**config.mk**
```make
export PLATFORM = sky130hd
export DESIGN_NAME = rc6_rkram
export DESIGN_NICKNAME = d
export VERILOG_FILES = /design/src/rtl/core/rc6_pkg.sv /design/src/rtl/core/rc6_rkram.sv
export SDC_FILE = /design/constraint.sdc
export NUM_CORES = 1
export LEC_CHECK = 0
export BUFFER_PORTS_ARGS = -buffer_cell sky130_fd_sc_hd__buf_2
export CAP_MARGIN = 20
export CORE_ASPECT_RATIO = 1.1
export CORE_UTILIZATION = 40
export DETAILED_ROUTE_END_ITERATION = 8
export GPL_TIMING_DRIVEN = 0
export HOLD_SLACK_MARGIN = 0.15
export PLACE_DENSITY = 0.52
export SLEW_MARGIN = 20
export SYNTH_ARGS = -nofsm -noshare
export SYNTH_HDL_FRONTEND = slang
export SYNTH_SLANG_ARGS = --single-unit
```
**constraint.sdc**
```tcl
create_clock -name i_clk -period 4.5 [get_ports i_clk]
set_input_delay 1.35 -clock i_clk [delete_from_list [all_inputs] [get_ports i_clk]]
set_output_delay 1.35 -clock i_clk [all_outputs]
set_load 0.005 [all_outputs]
```
**src/rtl/core/rc6_pkg.sv**
```systemverilog
// ----------------------------------------------------------------------------
// rc6_pkg
// Shared constants, opcodes, control structs and word functions of the
// RC6-32/r/16 block cipher core.
// ----------------------------------------------------------------------------
package rc6_pkg;

    localparam int NUM_ROUNDS_DEF = 20;

    localparam logic [31:0] P32   = 32'hb7e15163;
    localparam logic [31:0] Q32   = 32'h9e3779b9;
    localparam logic [31:0] Q32X2 = Q32 + Q32;

    localparam int LG_W   = 5;
    localparam int KS_ROT = 3;

    localparam logic [1:0] OP_LOAD_KEY = 2'd0;
    localparam logic [1:0] OP_ENCRYPT  = 2'd1;
    localparam logic [1:0] OP_DECRYPT  = 2'd2;
    localparam logic [1:0] OP_NOP      = 2'd3;

    // write control of the round key memory (one enable per 32-bit lane)
    typedef struct packed {
        logic       en;
        logic [1:0] lane_we;
    } t_wr_ctl;

    // block engine command
    typedef struct packed {
        logic start;
        logic decrypt;
    } t_blk_cmd;

    function automatic logic [31:0] rotl32(input logic [31:0] x, input logic [4:0] n);
        logic [63:0] w;
        w = {x, x} << n;
        return w[63:32];
    endfunction

    function automatic logic [31:0] rotr32(input logic [31:0] x, input logic [4:0] n);
        logic [63:0] w;
        w = {x, x} >> n;
        return w[31:0];
    endfunction

endpackage

```
**src/rtl/core/rc6_rkram.sv**
```systemverilog
// ----------------------------------------------------------------------------
// rc6_rkram
// Round key memory: one row per round key pair, two 32-bit lanes with
// separate write enables, one read port with registered data.
// ----------------------------------------------------------------------------
module rc6_rkram
    import rc6_pkg::*;
#(
    parameter int ROWS  = NUM_ROUNDS_DEF + 2,
    parameter int ROW_W = $clog2(ROWS)
) (
    input  logic             i_clk,
    input  t_wr_ctl          i_wr,
    input  logic [ROW_W-1:0] i_wr_row,
    input  logic [63:0]      i_wr_data,
    input  logic             i_rd_en,
    input  logic [ROW_W-1:0] i_rd_row,
    output logic [63:0]      o_rd_data
);

    logic [1:0][31:0] mem [ROWS];
    logic [63:0]      r_rd_data;

    always_ff @(posedge i_clk) begin
        if (i_wr.en) begin
            if (i_wr.lane_we[0]) begin
                mem[i_wr_row][0] <= i_wr_data[31:0];
            end
            if (i_wr.lane_we[1]) begin
                mem[i_wr_row][1] <= i_wr_data[63:32];
            end
        end
    end

    always_ff @(posedge i_clk) begin
        if (i_rd_en) begin
            r_rd_data <= mem[i_rd_row];
        end
    end

    assign o_rd_data = r_rd_data;

endmodule

```
==> impl_metrics.env <==
export IMPL_end_kind="flip-flop"
export IMPL_ctsHoldBuffers=0
export IMPL_path_class="input port to flip-flop"
export IMPL_yosysSeqAreaShare_pct=78.80
export IMPL_final_max_slew_violation_count=0
export IMPL_min_period_ns=3.491
export IMPL_post_route_drc_count=0
export IMPL_drv_cap=0
export IMPL_clkTransAtPathRegs_ns=0.06
export IMPL_synth_area_leader_cell="edfxtp_1"
export IMPL_clock_sinks=1472
export IMPL_synth_area_leaders="edfxtp_1 (79%), mux2i_1 (8.0%), mux4_2 (5.1%)"
export IMPL_grt_pass1_vias=29250
export IMPL_dp_hpwl_um=92850
export IMPL_core_um2=138700
export IMPL_ctsResizeCount=0
export IMPL_critPathLaunchType="input port"
export IMPL_cts_tree="done"
export IMPL_wl_um=139500
export IMPL_path_cells="buf_2, buf_2, buf_2, mux4_2, nor2b_1, a211oi_1, nor2_1"
export IMPL_hold_violations=0
export IMPL_fin_crit_sh_pct=77.57
export IMPL_worstPathArrival_ns=3.94
export IMPL_nets=3224
export IMPL_synth_avg_cell_area_um2=20.16
export IMPL_floorplan_die_height_um=394.7
export IMPL_dieArea_um2=141700
export IMPL_setup_viol=0
export IMPL_mostFrequentLayoutCell="edfxtp_1"
export IMPL_skew_ns=0.01850
export IMPL_root_buffer="clkbuf_16"
export IMPL_dp_slack_ns=0.2557
export IMPL_drive_gt1_share_pct=20.99
export IMPL_total_power_mw=29.07
export IMPL_cp_slowest_cell="a211oi_1"
export IMPL_cts_buffers=154
export IMPL_cts_max_level=4
export IMPL_cpPeakStageDelay_ns=0.61
export IMPL_synth_seq_cells=1472
export IMPL_track_usage_pct=19.77
export IMPL_dr_total_vias=27610
export IMPL_crit_top_cell="buf_2"
export IMPL_setup_tns_ns=0
export IMPL_ant_nets=0
export IMPL_mappedNetlistArea_um2=56090
export IMPL_cts_setup_buffers=0
export IMPL_status="complete, no violations"
export IMPL_gp_congestion=0.7729
export IMPL_tightest_slew_ns=1.109
export IMPL_port_buffers=139
export IMPL_first_iter_violations=2219
export IMPL_dr_pass1_iters=5
export IMPL_die_width_um=359.0
export IMPL_hold_slack_ns=0.7655
export IMPL_synth_top_area_share_pct=78.80
export IMPL_grt_setup_unrepaired="false"
export IMPL_numPlacedInstances=4801
export IMPL_vias_per_cell=5.432
export IMPL_grt_overflow=0
export IMPL_final_seq_area_um2=44200
export IMPL_grt_pass1_wl_um=201400
export IMPL_initial_utilization_pct=40.45
export IMPL_setup_slack_ns=1.009
export IMPL_layout_common_cells="edfxtp_1 (1472), mux2i_1 (448), a22oi_1 (192), clkbuf_16 (159), buf_2 (157)"
export IMPL_min_path_type="flip-flop to flip-flop"
export IMPL_grt_max_degree=39
export IMPL_synth_cells=2782
export IMPL_ir_drop_mv=0.3697
export IMPL_synthToLayoutAreaGrowth_pct=17.79
export IMPL_power_density_nw_per_um2=439.9
export IMPL_multiInputGateArea_um2=11250
export IMPL_syn_nets=2861
export IMPL_cp_required_ns=4.95
export IMPL_critPathMaxFanout=10
export IMPL_num_rows=143
export IMPL_clock_latency_ns=0.78
export IMPL_critical_path_top_delay_family="buffers and inverters"
export IMPL_yosys_warnings=0
export IMPL_final_cells=5082
export IMPL_p_leak_nw=21.83
export IMPL_worst_slew_margin_rel_pct=26.04
export IMPL_critical_path_buf_inv_count=3
export IMPL_ctsLongestPathBuffers=3
export IMPL_io_pins=143
export IMPL_wire_per_inst_um=27.45
export IMPL_final_fill_count=11380
export IMPL_timing_fmax_mhz=286.5
export IMPL_grt_antenna_before_repair=17
export IMPL_yosysUniqueCellTypes=27
==> report_power, final <==
group / leakage, nW / internal, mW / switching, mW
Sequential: 13.3 / 15.2 / 0.0355
Combinational: 6.13 / 0.458 / 0.835
Clock: 2.42 / 7.29 / 5.20
Total: 21.8 / 23.0 / 6.07
==> path summary, 6_finish.rpt <==
path              slack, ns             to         from  cells after the start
setup / recovery       1.01  o_rd_data[44]  i_rd_row[1]                      7
hold / removal         0.77   o_rd_data[1]   mem[16][1]                      4
setup reg to reg       2.30  o_rd_data[44]   mem[7][44]                      4
hold reg to reg        0.77   o_rd_data[1]   mem[16][1]                      4
==> routing by layer <==
layer / up-vias / GRT usage (%) / wire length, um / share of wire (%)
li1: 12150 / - / - / -
met1: 14560 / 25.64 / 58400 / 42
met2: 691 / 33.96 / 71010 / 51
met3: 189 / 3.799 / 7137 / 5.1
met4: 12 / 5.273 / 2869 / 2.1
met5: - / 0 / 66 / 0.047
==> synthesized netlist by cell type <==
cell type and number:
buf_1 13, and3b_1 1, nor4b_1 2, clkbuf_1 56, nand2b_1 1, nor4_4 1, nand4_1 66, a211oi_1 64
nor2_1 110, edfxtp_1 1472, mux2i_1 448, or3_1 1, buf_2 19, buf_4 24, or3b_2 2, mux4_2 128
and2_1 1, buf_6 37, nor2b_1 66, nand2_1 65, clkbuf_2 1, clkbuf_4 2, nor3b_1 1, nand3_1 6
nand3b_1 2, a22oi_1 192, nor4bb_1 1
==> per-stage QoR <==
stage	utilization, %	cell area, um2
floorplan	-	56090
global placement	42.59	59050
detailed placement	44.07	61110
CTS	47.64	66060
global route	47.64	66060
finish	47.65	66070
==> state kept, by name, summed over array words and instances, names as in the netlist <==
register and cells:
mem 1408, o_rd_data 64
==> cells by family (layout without fill, tap and decap cells) <==
family | after synthesis | after routing | share of synthesized area (%)
AO/OA/AOI/OAI | 256 | 256 | 3.426
buffers and inverters | 152 | 634 | 1.731
flip-flops | 1472 | 1472 | 78.80
multiplexers | 576 | 576 | 13.13
other | 0 | 6 | 0
AND/OR/NAND/NOR | 326 | 326 | 2.904
==> worst reg2reg max path: stages, from the launching register on <==
cell and delay, ns:
edfxtp_1 0.37, mux4_2 0.49, nor2b_1 0.15, a211oi_1 0.61
nor2_1 0.26
==> area by class of cell <==
class / count / area share [%]
clock buffer: 174 / 6.107
tap: 1812 / 3.431
sequential: 1472 / 66.90
antenna: 6 / 0.02272
buffer: 152 / 1.471
multi-input combinational: 1158 / 17.02
timing repair buffer: 207 / 3.666
clock inverter: 101 / 1.375
Note: power is estimated with default switching activity, not from simulation.
