File: src/rtl/core/rc6_pkg.sv
// ----------------------------------------------------------------------------
// rc6_pkg
// Shared constants, opcodes, control structs and word functions of the
// RC6-32/r/16 block cipher core.
// ----------------------------------------------------------------------------
package rc6_pkg;

    localparam int NUM_ROUNDS_DEF = 20;

    localparam logic [31:0] P32   = 32'hb7e15163;
    localparam logic [31:0] Q32   = 32'h9e3779b9;
    localparam logic [31:0] Q32X2 = Q32 + Q32;

    localparam int LG_W   = 5;
    localparam int KS_ROT = 3;

    localparam logic [1:0] OP_LOAD_KEY = 2'd0;
    localparam logic [1:0] OP_ENCRYPT  = 2'd1;
    localparam logic [1:0] OP_DECRYPT  = 2'd2;
    localparam logic [1:0] OP_NOP      = 2'd3;

    // write control of the round key memory (one enable per 32-bit lane)
    typedef struct packed {
        logic       en;
        logic [1:0] lane_we;
    } t_wr_ctl;

    // block engine command
    typedef struct packed {
        logic start;
        logic decrypt;
    } t_blk_cmd;

    function automatic logic [31:0] rotl32(input logic [31:0] x, input logic [4:0] n);
        logic [63:0] w;
        w = {x, x} << n;
        return w[63:32];
    endfunction

    function automatic logic [31:0] rotr32(input logic [31:0] x, input logic [4:0] n);
        logic [63:0] w;
        w = {x, x} >> n;
        return w[31:0];
    endfunction

endpackage

File: src/rtl/core/rc6_round.sv
// ----------------------------------------------------------------------------
// rc6_round
// Block engine: whitening and one round per issue/apply state pair, fetching one round
// key pair per step from the round key memory.
// ----------------------------------------------------------------------------
module rc6_round
    import rc6_pkg::*;
#(
    parameter int ROWS  = NUM_ROUNDS_DEF + 2,
    parameter int ROW_W = $clog2(ROWS)
) (
    input  logic             i_clk,
    input  logic             i_rst_n,
    input  t_blk_cmd         i_cmd,
    input  logic [127:0]     i_block,
    input  logic [63:0]      i_rd_data,
    output logic             o_rd_en,
    output logic [ROW_W-1:0] o_rd_row,
    output logic             o_done,
    output logic [127:0]     o_block
);

    localparam logic [1:0] RD_IDLE  = 2'd0;
    localparam logic [1:0] RD_ISSUE = 2'd1;
    localparam logic [1:0] RD_APPLY = 2'd2;

    logic [1:0]       r_state, n_state;
    logic             r_dec, n_dec;
    logic             r_first, n_first;
    logic [ROW_W-1:0] r_row, n_row;
    logic [31:0]      r_a, n_a, r_b, n_b, r_c, n_c, r_d, n_d;
    logic [31:0]      r_pt, n_pt, r_pu, n_pu;

    logic [31:0] mx_t, mx_u;
    logic [31:0] t, u, k0, k1;
    logic        last;

    assign mx_t = r_dec ? r_a : r_b;
    assign mx_u = r_dec ? r_c : r_d;
    assign t    = rotl32(r_pt, 5'(LG_W));
    assign u    = rotl32(r_pu, 5'(LG_W));
    assign k0   = i_rd_data[31:0];
    assign k1   = i_rd_data[63:32];
    assign last = r_dec ? (r_row == '0) : (r_row == ROW_W'(ROWS - 1));

    always_comb begin
        n_state  = r_state;
        n_dec    = r_dec;
        n_first  = r_first;
        n_row    = r_row;
        n_a      = r_a;
        n_b      = r_b;
        n_c      = r_c;
        n_d      = r_d;
        n_pt     = r_pt;
        n_pu     = r_pu;
        o_rd_en  = 1'b0;
        o_done   = 1'b0;
        unique case (r_state)
            RD_IDLE: begin
                if (i_cmd.start) begin
                    n_dec   = i_cmd.decrypt;
                    n_first = 1'b1;
                    n_row   = i_cmd.decrypt ? ROW_W'(ROWS - 1) : '0;
                    n_a     = i_block[31:0];
                    n_b     = i_block[63:32];
                    n_c     = i_block[95:64];
                    n_d     = i_block[127:96];
                    n_state = RD_ISSUE;
                end
            end
            RD_ISSUE: begin
                // fetch the key pair, register the two products
                o_rd_en = 1'b1;
                n_pt    = mx_t * {mx_t[30:0], 1'b1};
                n_pu    = mx_u * {mx_u[30:0], 1'b1};
                n_state = RD_APPLY;
            end
            RD_APPLY: begin
                n_first = 1'b0;
                n_row   = r_dec ? r_row - 1'b1 : r_row + 1'b1;
                n_state = RD_ISSUE;
                if (r_first) begin
                    if (r_dec) begin
                        n_a = r_a - k0;
                        n_c = r_c - k1;
                    end else begin
                        n_b = r_b + k0;
                        n_d = r_d + k1;
                    end
                end else if (last) begin
                    o_done  = 1'b1;
                    n_state = RD_IDLE;
                    if (r_dec) begin
                        n_b = r_b - k0;
                        n_d = r_d - k1;
                    end else begin
                        n_a = r_a + k0;
                        n_c = r_c + k1;
                    end
                end else if (r_dec) begin
                    n_a = rotr32(r_d - k0, u[4:0]) ^ t;
                    n_b = r_a;
                    n_c = rotr32(r_b - k1, t[4:0]) ^ u;
                    n_d = r_c;
                end else begin
                    n_a = r_b;
                    n_b = rotl32(r_c ^ u, t[4:0]) + k1;
                    n_c = r_d;
                    n_d = rotl32(r_a ^ t, u[4:0]) + k0;
                end
            end
            default: begin
                n_state = RD_IDLE;
            end
        endcase
    end

    always_ff @(posedge i_clk) begin
        if (!i_rst_n) begin
            r_state <= RD_IDLE;
        end else begin
            r_state <= n_state;
        end
    end

    always_ff @(posedge i_clk) begin
        r_dec   <= n_dec;
        r_first <= n_first;
        r_row   <= n_row;
        r_a     <= n_a;
        r_b     <= n_b;
        r_c     <= n_c;
        r_d     <= n_d;
        r_pt    <= n_pt;
        r_pu    <= n_pu;
    end

    assign o_rd_row = r_row;
    assign o_block  = {r_d, r_c, r_b, r_a};

endmodule

File: config.mk
export PLATFORM = sky130hd
export DESIGN_NAME = rc6_round
export DESIGN_NICKNAME = d
export VERILOG_FILES = /design/src/rtl/core/rc6_pkg.sv /design/src/rtl/core/rc6_round.sv
export SDC_FILE = /design/constraint.sdc
export NUM_CORES = 2
export LEC_CHECK = 0
export BUFFER_PORTS_ARGS = -buffer_cell sky130_fd_sc_hd__buf_2
export CAP_MARGIN = 20
export CELL_PAD_IN_SITES_DETAIL_PLACEMENT = 2
export CELL_PAD_IN_SITES_GLOBAL_PLACEMENT = 2
export CORE_MARGIN = 4
export CORE_UTILIZATION = 35
export DETAILED_ROUTE_END_ITERATION = 6
export MAX_ROUTING_LAYER = met4
export PLACE_DENSITY_LB_ADDON = 0.1
export SLEW_MARGIN = 0
export SYNTH_ARGS = -nofsm -noshare
export SYNTH_HDL_FRONTEND = slang
export SYNTH_SLANG_ARGS = --single-unit
export TNS_END_PERCENT = 50
File: constraint.sdc
create_clock -name i_clk -period 10.35 [get_ports i_clk]
set_input_delay 2.07 -clock i_clk [delete_from_list [all_inputs] [get_ports i_clk]]
set_output_delay 2.07 -clock i_clk [all_outputs]
set_load 0.01 [all_outputs]
==> reports/metrics.yaml <==
routing:
  wl_met2_um: 174000
  wl_per_cell_um: 35.2
  met1_length_um: 141000
  highest_layer: "met4"
  route.vias.total: 62600
  ant_nets: 0
  drtIter0Drc: 5140
  drcViolationCount: 0
  wl_um: 364000
  drt_pass1_iterations: 5
  via_per_inst: 6.06
  dr_wl_met3_um: 19400
critical_path:
  path_buf_inv: 7
  critical-path-top-delay-family: "adder cells"
  arrival_ns: 9.53
  worstPathMaxFanout: 33
  cp-start-kind: "flip-flop"
  critPathKind: "reg2reg"
  cp.required_ns: 10.72
  max_stage_delay_ns: 0.59
  cpMostUsedCell: "fa_1"
  crit_path_end_kind: "flip-flop"
  cp_slowest_cell: "fa_1"
global_routing:
  grt_pass1_wl_um: 512000
  grt_max_degree: 70
  grt_use_total_pct: 38.4
  overflow: 0
  antenna_found_initial: 44
  grt_pass1_vias: 68600
floorplan:
  die_y_um: 436
  io_pins: 331
  num_rows: 156
  dieArea_um2: 190000
  coreArea_um2: 182000
  start_util_pct: 35.3
  die_width_um: 436
final_layout:
  drive_above_1_share_pct: 10.7
  final_common_cell: "inv_1"
  layout_common_cells: "inv_1 (1097), fa_1 (747), nor2_1 (744)"
  syn_to_final_growth_pct: 9.71
  finalNetCount: 9495
  fillCellCount: 20700
timing:
  fin_skew_ns: 0.0594
  period_needed_ns: 9.15
  slew_headroom_pct: 17.3
  setup_violations: 0
  slew_viol_final: 0
  rsz0062_at_grt: "false"
  worst_pin_slew_ns: 1.24
  finalHoldViolCount: 0
  finalCritPeriodShare_pct: 88.5
  fmax_mhz: 109
  finalSetupTns_ns: 0
logic_synthesis:
  ys_seq_area_share_pct: 9.38
  ys_types: 107
  postSynth.asyncResetShare_pct: 0
  syn_area_um2: 64100
  syn_area_per_cell_um2: 8.31
  synthesis.nets: 9287
  yosys_most_used_dff: "edfxtp_1"
  synth_edf_count: 199
  yosysWarnings: 0
  syn_inst: 7717
  ys_ff_latch: 201
clock_network:
  ctsResizeCount: 0
  cts-hold-fix-buffers: 0
  cts_buffers: 37
  clkSinkCount: 201
  cts_setup_buffers: 0
  clock-root-buffer: "clkbuf_16"
  clock_latency_ns: 0.65
  clk_pin_slew_ns: 0.07
  htree_levels: 2
  clk_path_buf_depth: 3
  cts_tree: "yes"
placed_design:
  dp_hpwl_um: 307000
  place.gp.congestion: 0.978
  io_buffers: 330
hold_path:
  hp-class: "reg2reg"
run_status:
  status: "completed"
flow_run:
  maxCapViolations: 0
==> sequential cells by signal, indices dropped and copies added, names as in the netlist <==
name      cells
r_first       1
o_rd_row      5
r_pt         32
r_d          32
r_b          32
r_dec         1
r_state       2
r_a          32
r_c          32
r_pu         32
==> final timing paths <==
path	startpoint	end	slack [ns]	cells past startpoint
max	r_dec	r_pu[31]	1.20	29
max reg2reg	r_dec	r_pu[31]	1.20	29
min	r_pt[9]	r_a[14]	0.71	2
min reg2reg	r_pt[9]	r_a[14]	0.71	2
==> logic make-up (layout without fill, tap and decap cells) <==
logic type               after synthesis  count (layout)  share of synthesized area [%]
AO/OA/AOI/OAI                       1839            1839                           18.7
XOR/XNOR                             500             500                           6.83
adder cells (fa/ha/maj)             1374            1374                           35.5
buffers and inverters               1488            1720                           8.72
flip-flops                           201             201                           9.38
multiplexers                         311             311                           6.95
other                                  0              14                              0
AND/OR/NAND/NOR                     2004            2004                           13.8
==> synthesized netlist by cell type (41+ instances only) <==
master | number | area share [%]
mux2_2 | 41 | 0.72
mux4_2 | 103 | 3.6
a21oi_1 | 558 | 4.4
xor2_1 | 163 | 2.2
nor2_1 | 751 | 4.4
nor2b_1 | 64 | 0.62
a31oi_1 | 61 | 0.59
ha_1 | 627 | 12
o21a_1 | 64 | 0.75
and2_1 | 47 | 0.46
or3_1 | 45 | 0.44
clkbuf_1 | 291 | 1.7
mux2i_1 | 165 | 2.6
nand2b_1 | 70 | 0.68
a211oi_1 | 73 | 0.85
edfxtp_1 | 199 | 9.3
nand2_1 | 650 | 3.8
o211ai_1 | 81 | 0.95
buf_1 | 68 | 0.40
inv_1 | 1103 | 6.5
o21ai_0 | 317 | 2.5
o21bai_1 | 67 | 0.78
a21o_1 | 113 | 1.3
nor3_1 | 102 | 0.80
fa_1 | 747 | 23
xnor2_1 | 337 | 4.6
o31ai_1 | 43 | 0.50
nand3_1 | 94 | 0.73
==> cell type report <==
class                      count  area (um2)  area share, %
multi-input combinational   6028       52700           74.9
sequential                   201        6020           8.55
inverter                    1124        4230           6.01
timing repair buffer         533        3200           4.54
tap                         2370        2970           4.21
clock buffer                  40         958           1.36
clock inverter                23         275          0.391
antenna                       14        35.0         0.0498
==> per-layer routing <==
layer	vias to the layer above	GRT usage, %
met1	33000	44.9
met2	2217	63.7
met3	705	3.49
met5	-	-
li1	26700	-
met4	0	24.4
==> through the flow <==
step | instances | setup slack [ns] | utilization [%] | instance area (um2) | hold slack (ns)
2_1_floorplan | 7717 | 1.71 | - | 64100 | 0.569
3_3_place_gp | 10300 | 1.45 | 38.1 | 69100 | 0.669
3_5_place_dp | 10300 | 1.28 | 38.1 | 69100 | 0.664
4_1_cts | 10300 | 1.24 | 38.7 | 70300 | 0.707
5_1_grt | 10300 | 0.873 | 38.8 | 70400 | 0.744
6_report | 10300 | 1.20 | 38.8 | 70400 | 0.713
==> worst min-delay path, delay by kind of cell (launching register included) <==
family	cells	cell delay, ns
AOI/OAI and AO/OA	1	0.10
xor gates and xnor gates	1	0.09
DFF	1	0.39
Power is not shown: default switching activity piles up to over one toggle a cycle in this logic, so the estimate is an artifact.
