<file path="src/rtl/core/rc6_pkg.sv">
// ----------------------------------------------------------------------------
// rc6_pkg
// Shared constants, opcodes, control structs and word functions of the
// RC6-32/r/16 block cipher core.
// ----------------------------------------------------------------------------
package rc6_pkg;

    localparam int NUM_ROUNDS_DEF = 20;

    localparam logic [31:0] P32   = 32'hb7e15163;
    localparam logic [31:0] Q32   = 32'h9e3779b9;
    localparam logic [31:0] Q32X2 = Q32 + Q32;

    localparam int LG_W   = 5;
    localparam int KS_ROT = 3;

    localparam logic [1:0] OP_LOAD_KEY = 2'd0;
    localparam logic [1:0] OP_ENCRYPT  = 2'd1;
    localparam logic [1:0] OP_DECRYPT  = 2'd2;
    localparam logic [1:0] OP_NOP      = 2'd3;

    // write control of the round key memory (one enable per 32-bit lane)
    typedef struct packed {
        logic       en;
        logic [1:0] lane_we;
    } t_wr_ctl;

    // block engine command
    typedef struct packed {
        logic start;
        logic decrypt;
    } t_blk_cmd;

    function automatic logic [31:0] rotl32(input logic [31:0] x, input logic [4:0] n);
        logic [63:0] w;
        w = {x, x} << n;
        return w[63:32];
    endfunction

    function automatic logic [31:0] rotr32(input logic [31:0] x, input logic [4:0] n);
        logic [63:0] w;
        w = {x, x} >> n;
        return w[31:0];
    endfunction

endpackage

</file>
<file path="src/rtl/core/rc6_keysched.sv">
// ----------------------------------------------------------------------------
// rc6_keysched
// Key schedule sequencer: clears the round key memory after reset, then on
// request fills it with the P/Q series and runs the mixing steps in place.
// ----------------------------------------------------------------------------
module rc6_keysched
    import rc6_pkg::*;
#(
    parameter int ROWS  = NUM_ROUNDS_DEF + 2,
    parameter int ROW_W = $clog2(ROWS)
) (
    input  logic             i_clk,
    input  logic             i_rst_n,
    input  logic             i_start,
    input  logic [127:0]     i_key,
    input  logic [63:0]      i_rd_data,
    output logic             o_rd_en,
    output logic [ROW_W-1:0] o_rd_row,
    output t_wr_ctl          o_wr,
    output logic [ROW_W-1:0] o_wr_row,
    output logic [63:0]      o_wr_data,
    output logic             o_clearing,
    output logic             o_done
);

    localparam int MIX_STEPS = 6 * ROWS;
    localparam int CNT_W     = $clog2(MIX_STEPS);

    localparam logic [2:0] KS_CLEAR = 3'd0;
    localparam logic [2:0] KS_IDLE  = 3'd1;
    localparam logic [2:0] KS_INIT  = 3'd2;
    localparam logic [2:0] KS_MIXRD = 3'd3;
    localparam logic [2:0] KS_MIXA  = 3'd4;
    localparam logic [2:0] KS_MIXB  = 3'd5;

    logic [2:0]       r_state, n_state;
    logic [ROW_W-1:0] r_row, n_row;
    logic             r_lane, n_lane;
    logic [1:0]       r_j, n_j;
    logic [CNT_W-1:0] r_cnt, n_cnt;
    logic [31:0]      r_a, n_a;
    logic [31:0]      r_b, n_b;
    logic [31:0]      r_v, n_v;
    logic [3:0][31:0] r_l, n_l;

    logic        row_last;
    logic [31:0] s_word;
    logic [31:0] a_new;
    logic [31:0] ab_sum;
    logic [31:0] b_new;

    assign row_last = (r_row == ROW_W'(ROWS - 1));
    assign s_word   = r_lane ? i_rd_data[63:32] : i_rd_data[31:0];
    assign a_new    = rotl32(s_word + r_a + r_b, 5'(KS_ROT));
    assign ab_sum   = r_a + r_b;
    assign b_new    = rotl32(r_l[r_j] + ab_sum, ab_sum[4:0]);

    always_comb begin
        n_state   = r_state;
        n_row     = r_row;
        n_lane    = r_lane;
        n_j       = r_j;
        n_cnt     = r_cnt;
        n_a       = r_a;
        n_b       = r_b;
        n_v       = r_v;
        n_l       = r_l;
        o_rd_en   = 1'b0;
        o_rd_row  = r_row;
        o_wr      = '0;
        o_wr_data = '0;
        o_done    = 1'b0;
        unique case (r_state)
            KS_CLEAR: begin
                o_wr.en      = 1'b1;
                o_wr.lane_we = 2'b11;
                n_row        = r_row + 1'b1;
                if (row_last) begin
                    n_row   = '0;
                    n_state = KS_IDLE;
                end
            end
            KS_IDLE: begin
                if (i_start) begin
                    n_l     = i_key;
                    n_v     = P32;
                    n_row   = '0;
                    n_state = KS_INIT;
                end
            end
            KS_INIT: begin
                o_wr.en      = 1'b1;
                o_wr.lane_we = 2'b11;
                o_wr_data    = {r_v + Q32, r_v};
                n_v          = r_v + Q32X2;
                n_row        = r_row + 1'b1;
                if (row_last) begin
                    n_row   = '0;
                    n_lane  = 1'b0;
                    n_j     = '0;
                    n_cnt   = '0;
                    n_a     = '0;
                    n_b     = '0;
                    n_state = KS_MIXRD;
                end
            end
            KS_MIXRD: begin
                o_rd_en = 1'b1;
                n_state = KS_MIXA;
            end
            KS_MIXA: begin
                n_a          = a_new;
                o_wr.en      = 1'b1;
                o_wr.lane_we = r_lane ? 2'b10 : 2'b01;
                o_wr_data    = {a_new, a_new};
                n_state      = KS_MIXB;
            end
            KS_MIXB: begin
                n_b      = b_new;
                n_l[r_j] = b_new;
                n_j      = r_j + 2'd1;
                n_lane   = ~r_lane;
                if (r_lane) begin
                    n_row = row_last ? '0 : r_row + 1'b1;
                end
                if (r_cnt == CNT_W'(MIX_STEPS - 1)) begin
                    o_done  = 1'b1;
                    n_state = KS_IDLE;
                end else begin
                    n_cnt   = r_cnt + 1'b1;
                    n_state = KS_MIXRD;
                end
            end
            default: begin
                n_state = KS_IDLE;
            end
        endcase
    end

    always_ff @(posedge i_clk) begin
        if (!i_rst_n) begin
            r_state <= KS_CLEAR;
            r_row   <= '0;
        end else begin
            r_state <= n_state;
            r_row   <= n_row;
        end
    end

    always_ff @(posedge i_clk) begin
        r_lane <= n_lane;
        r_j    <= n_j;
        r_cnt  <= n_cnt;
        r_a    <= n_a;
        r_b    <= n_b;
        r_v    <= n_v;
        r_l    <= n_l;
    end

    assign o_wr_row   = r_row;
    assign o_clearing = (r_state == KS_CLEAR);

endmodule

</file>
<file path="config.mk">
export PLATFORM = sky130hd
export DESIGN_NAME = rc6_keysched
export DESIGN_NICKNAME = d
export VERILOG_FILES = /design/src/rtl/core/rc6_pkg.sv /design/src/rtl/core/rc6_keysched.sv
export SDC_FILE = /design/constraint.sdc
export NUM_CORES = 1
export LEC_CHECK = 0
export ABC_AREA = 0
export BUFFER_PORTS_ARGS = -buffer_cell sky130_fd_sc_hd__buf_2
export CORE_UTILIZATION = 60
export DETAILED_ROUTE_END_ITERATION = 10
export GPL_TIMING_DRIVEN = 1
export PLACE_DENSITY_LB_ADDON = 0.2
export SYNTH_ARGS = -nofsm -noshare
export SYNTH_HDL_FRONTEND = slang
export SYNTH_SLANG_ARGS = --single-unit
</file>
<file path="constraint.sdc">
create_clock -name i_clk -period 10.3 [get_ports i_clk]
set_clock_uncertainty 0.05 [all_clocks]
set_input_delay 2.575 -clock i_clk [delete_from_list [all_inputs] [get_ports i_clk]]
set_output_delay 2.575 -clock i_clk [all_outputs]
set_load 0.02 [all_outputs]
</file>
==> impl_metrics.prom <==
# TYPE chip_impl_metric gauge
chip_impl_info{name="status",value="finished, final reports clean"} 1
chip_impl_metric{name="clk_latency_worst_skew_pair",unit="ps"} 570
chip_impl_info{name="critical_path.top_delay_family",value="compound AO/OA/AOI/OAI gates"} 1
chip_impl_metric{name="finalMaxSlewViolations",unit=""} 0
chip_impl_info{name="commonest_cells_after_routing_fill_and_taps_aside",value="sky130_fd_sc_hd__buf_2 (274), sky130_fd_sc_hd__nand2_1 (243), sky130_fd_sc_hd__edfxtp_1 (234), sky130_fd_sc_hd__nor2_1 (194), sky130_fd_sc_hd__o21ai_0 (163)"} 1
chip_impl_metric{name="track_usage",unit="%"} 38.6
chip_impl_metric{name="remaining_drc_errors",unit=""} 0
chip_impl_info{name="cells_traversed_along_the_worst_timing_path",value="buf_2 > mux2_2 > fa_1 > ha_1 > inv_1 > fa_1 > nor2b_1 > o21a_1 > o21ai_0 > a2111o_1 > a21oi_1 > o21ai_0 > a31oi_1 > nand4_1 > and3_1 > or3_1 > or2_2 > buf_2"} 1
chip_impl_metric{name="cts_hold_buf",unit=""} 0
chip_impl_metric{name="combPwrFrac",unit="%"} 6.9
chip_impl_metric{name="ir_worst_vdd",unit="mV"} 0.133
chip_impl_metric{name="global_route_wire_length_before_repair",unit="um"} 104000
chip_impl_metric{name="yosys_register_bits",unit=""} 242
chip_impl_metric{name="synth_area_per_cell",unit="um2"} 9.25
chip_impl_metric{name="timing.critical_path.slowest_cell_delay",unit="ps"} 490
chip_impl_metric{name="grt_max_degree",unit=""} 100
chip_impl_metric{name="max_freq",unit="GHz"} 0.102
chip_impl_metric{name="nNetsFinal",unit=""} 2738
chip_impl_metric{name="place.gp.congestion",unit=""} 0.991
chip_impl_metric{name="grt_antenna_before_repair",unit=""} 3
chip_impl_metric{name="ys_seq_area_share",unit="%"} 34.8
chip_impl_metric{name="cts_inserted_buffers",unit=""} 27
chip_impl_metric{name="synth_fp_nets",unit=""} 2558
chip_impl_metric{name="grt_pass1_vias",unit=""} 18000
chip_impl_metric{name="maximum_root_to_sink_buffer_count",unit=""} 3
chip_impl_metric{name="syn_inst",unit=""} 2230
chip_impl_metric{name="period_share",unit="%"} 95.2
chip_impl_metric{name="chipWidth",unit="um"} 187
chip_impl_metric{name="drt_iter0_drc",unit=""} 2245
chip_impl_metric{name="cp_data_arrival_time",unit="ps"} 7180
chip_impl_metric{name="pin_count",unit=""} 275
chip_impl_metric{name="routed-via-count",unit=""} 19300
chip_impl_metric{name="syn2layout_area_growth",unit="%"} 11.8
chip_impl_metric{name="internal_power",unit="W"} 0.00168
chip_impl_metric{name="pd_cells",unit="nW/um2"} 93.8
chip_impl_metric{name="power.share.sequential",unit="%"} 49.7
chip_impl_metric{name="die_area",unit="um2"} 35100
chip_impl_metric{name="synth_cell_types",unit=""} 82
chip_impl_metric{name="cts_setup_buffers",unit=""} 0
chip_impl_metric{name="floorplan.initialDensity",unit="%"} 61.2
chip_impl_info{name="slowest_stage",value="sky130_fd_sc_hd__fa_1"} 1
chip_impl_info{name="critPathLaunchType",value="input port"} 1
chip_impl_metric{name="utilization",unit="%"} 68.4
chip_impl_metric{name="critPathMaxFanout",unit=""} 4
chip_impl_info{name="mostFrequentLayoutCell",value="sky130_fd_sc_hd__buf_2"} 1
chip_impl_metric{name="cp.buffers_inverters",unit=""} 3
chip_impl_metric{name="synth-edff-count",unit=""} 234
chip_impl_metric{name="netSwitchingFraction",unit="%"} 22.4
chip_impl_metric{name="number_of_routed_nets_with_antenna_violations",unit=""} 0
chip_impl_metric{name="fin_tns_setup",unit="ps"} 0
chip_impl_metric{name="dpl.hpwl",unit="um"} 52700
chip_impl_metric{name="cts-htree-levels",unit=""} 1
chip_impl_metric{name="share_of_flip_flops_with_an_asynchronous_set_or_reset",unit="%"} 0
chip_impl_metric{name="post_synth_instance_area",unit="um2"} 20600
chip_impl_metric{name="wl_per_cell",unit="um"} 24.0
chip_impl_metric{name="synthesis.yosys.warnings",unit=""} 0
chip_impl_metric{name="floorplan.rows",unit=""} 67
chip_impl_info{name="synth_top_flop_cell",value="sky130_fd_sc_hd__edfxtp_1"} 1
chip_impl_metric{name="netSwitchingPower",unit="W"} 0.000485
chip_impl_metric{name="place.port_buffers",unit=""} 274
chip_impl_info{name="clockRootBuffer",value="sky130_fd_sc_hd__clkbuf_16"} 1
chip_impl_metric{name="crit_required",unit="ps"} 7680
chip_impl_metric{name="clockPowerShare",unit="%"} 43.4
chip_impl_metric{name="globalRoute.totalOverflow",unit=""} 0
chip_impl_metric{name="timing.slew.headroom",unit="%"} 17.5
chip_impl_metric{name="numClockSinks",unit=""} 242
chip_impl_info{name="cts_tree",value="built"} 1
chip_impl_metric{name="design.core.area",unit="um2"} 33700
chip_impl_metric{name="tightest_slew",unit="ps"} 1220
chip_impl_metric{name="setup_violations",unit=""} 0
chip_impl_metric{name="clkTransAtPathRegs",unit="ps"} 60
chip_impl_metric{name="power_leakage",unit="nW"} 9.75
chip_impl_info{name="rsz0062_at_grt",value="false"} 1
chip_impl_metric{name="maxCapViolCount",unit=""} 0
chip_impl_info{name="worstHoldPathType",value="flop to flop"} 1
chip_impl_info{name="critPathCaptureType",value="primary output"} 1
chip_impl_metric{name="first_pass_iters",unit=""} 7
chip_impl_metric{name="layout-drive-gt1-share",unit="%"} 18.9
chip_impl_metric{name="chipHeight",unit="um"} 187
chip_impl_metric{name="routed_via_density",unit=""} 6.70
chip_impl_info{name="critical_path_class",value="input port to primary output"} 1
chip_impl_metric{name="detail_route.wirelength",unit="um"} 69100
chip_impl_metric{name="timing_hold_violations_final",unit=""} 0
chip_impl_metric{name="layout_min_cycle_time",unit="ps"} 9800
chip_impl_metric{name="cts_resized",unit=""} 0
logic make-up after synthesis:
logic type	Yosys count	share of synthesized area, %
adder cells (fa/ha/maj)	133	9.31
AND/OR/NAND/NOR	720	16.2
AO/OA/AOI/OAI	688	22.3
flip-flops	242	34.8
multiplexers	114	8.09
buffers and inverters	207	3.86
XOR/XNOR	126	5.39
Yosys cell counts (all sizes together), types with 19 or more instances:
cell type | instances | share of area, %
a211oi | 32 | 1.2
a21o | 60 | 2.2
a21oi | 146 | 3.5
a22o | 28 | 1.2
a31oi | 22 | 0.74
and2 | 35 | 1.1
and3 | 23 | 0.70
buf | 23 | 0.52
clkbuf | 125 | 2.3
edfxtp | 234 | 34
fa | 34 | 3.3
ha | 99 | 6.0
inv | 58 | 1.1
mux2 | 42 | 2.3
mux2i | 34 | 1.7
mux4 | 38 | 4.1
nand2 | 244 | 4.4
nand2b | 19 | 0.58
nand3 | 41 | 0.99
nand4 | 23 | 0.70
nor2 | 194 | 3.5
nor3 | 52 | 1.3
o211ai | 27 | 1.0
o21a | 30 | 1.1
o21ai | 175 | 4.3
or3 | 19 | 0.60
xnor2 | 76 | 3.3
xor2 | 50 | 2.1
metrics by stage:
step	std cells	cell area, um2	power (W)	hold WS (ps)	setup WS (ps)
CTS	2877	23000	0.00216	521	567
global placement	2829	22200	0.00124	481	632
floorplan	2230	20600	0.00118	528	1360
global route	2877	23000	0.00221	543	300
finish	2878	23000	0.00216	513	497
detailed placement	2829	22200	0.00124	507	577
flip-flops by register name, indices dropped and copies added, names as in the netlist:
register  count
r_l         128
r_a          32
r_b          32
r_v          31
r_cnt         8
o_rd_row      5
r_state       3
r_j           2
r_lane        1
metal layers:
metal,up-vias,global-route usage [%],routed length (um)
li1,8721,-,-
met1,9170,54.3,27500
met2,1225,59.7,30900
met3,174,7.45,8160
met4,4,13.0,2530
met5,-,0,27
layout make-up:
cell class	instances	area (um2)
Clock buffer	31	691
Sequential cell	242	7190
Clock inverter	17	153
Tap cell	448	561
Fill cell	2706	10700
Timing Repair Buffer	299	1560
Inverter	59	221
Antenna cell	1	2.50
Multi-Input combinational cell	1781	12700
worst reg2reg max path, stage by stage, from the launching register on:
cell and delay [ps]:
sky130_fd_sc_hd__edfxtp_1 490, sky130_fd_sc_hd__ha_2 250, sky130_fd_sc_hd__inv_1 60, sky130_fd_sc_hd__fa_2 360, sky130_fd_sc_hd__nor2b_1 120, sky130_fd_sc_hd__o21ai_0 90, sky130_fd_sc_hd__a21boi_0 330, sky130_fd_sc_hd__o31ai_1 180
sky130_fd_sc_hd__a211oi_1 280, sky130_fd_sc_hd__nor2b_1 130, sky130_fd_sc_hd__a31oi_1 570, sky130_fd_sc_hd__nor2_1 80, sky130_fd_sc_hd__nor2_1 320, sky130_fd_sc_hd__ha_1 380, sky130_fd_sc_hd__a21oi_1 330, sky130_fd_sc_hd__o21ai_0 520
sky130_fd_sc_hd__o21ai_0 610, sky130_fd_sc_hd__a2111oi_0 150, sky130_fd_sc_hd__a311o_1 330, sky130_fd_sc_hd__nor4_1 540, sky130_fd_sc_hd__mux2i_1 300, sky130_fd_sc_hd__nand2_1 120, sky130_fd_sc_hd__o21ai_0 190, sky130_fd_sc_hd__a211oi_1 890
sky130_fd_sc_hd__o21ai_0 220
power by group through the flow:
stage / clock network, W / logic (W) / registers, W
finish: 0.000939 / 0.000150 / 0.00107
global route: 0.000973 / 0.000163 / 0.00107
CTS: 0.000937 / 0.000147 / 0.00107
detailed placement: 0 / 0.000145 / 0.00109
global placement: 0 / 0.000142 / 0.00109
floorplan: 0 / 0.0000825 / 0.00110
final timing paths:
path            startpoint             to  slack (ps)  cells after the start
min            o_rd_row[4]    o_rd_row[4]         510                      2
max          i_rd_data[33]  o_wr_data[34]         500                     18
max reg2reg         r_a[0]        r_l[27]        2130                     24
min reg2reg    o_rd_row[4]    o_rd_row[4]         510                      2
(Power assumes the default switching activity.)
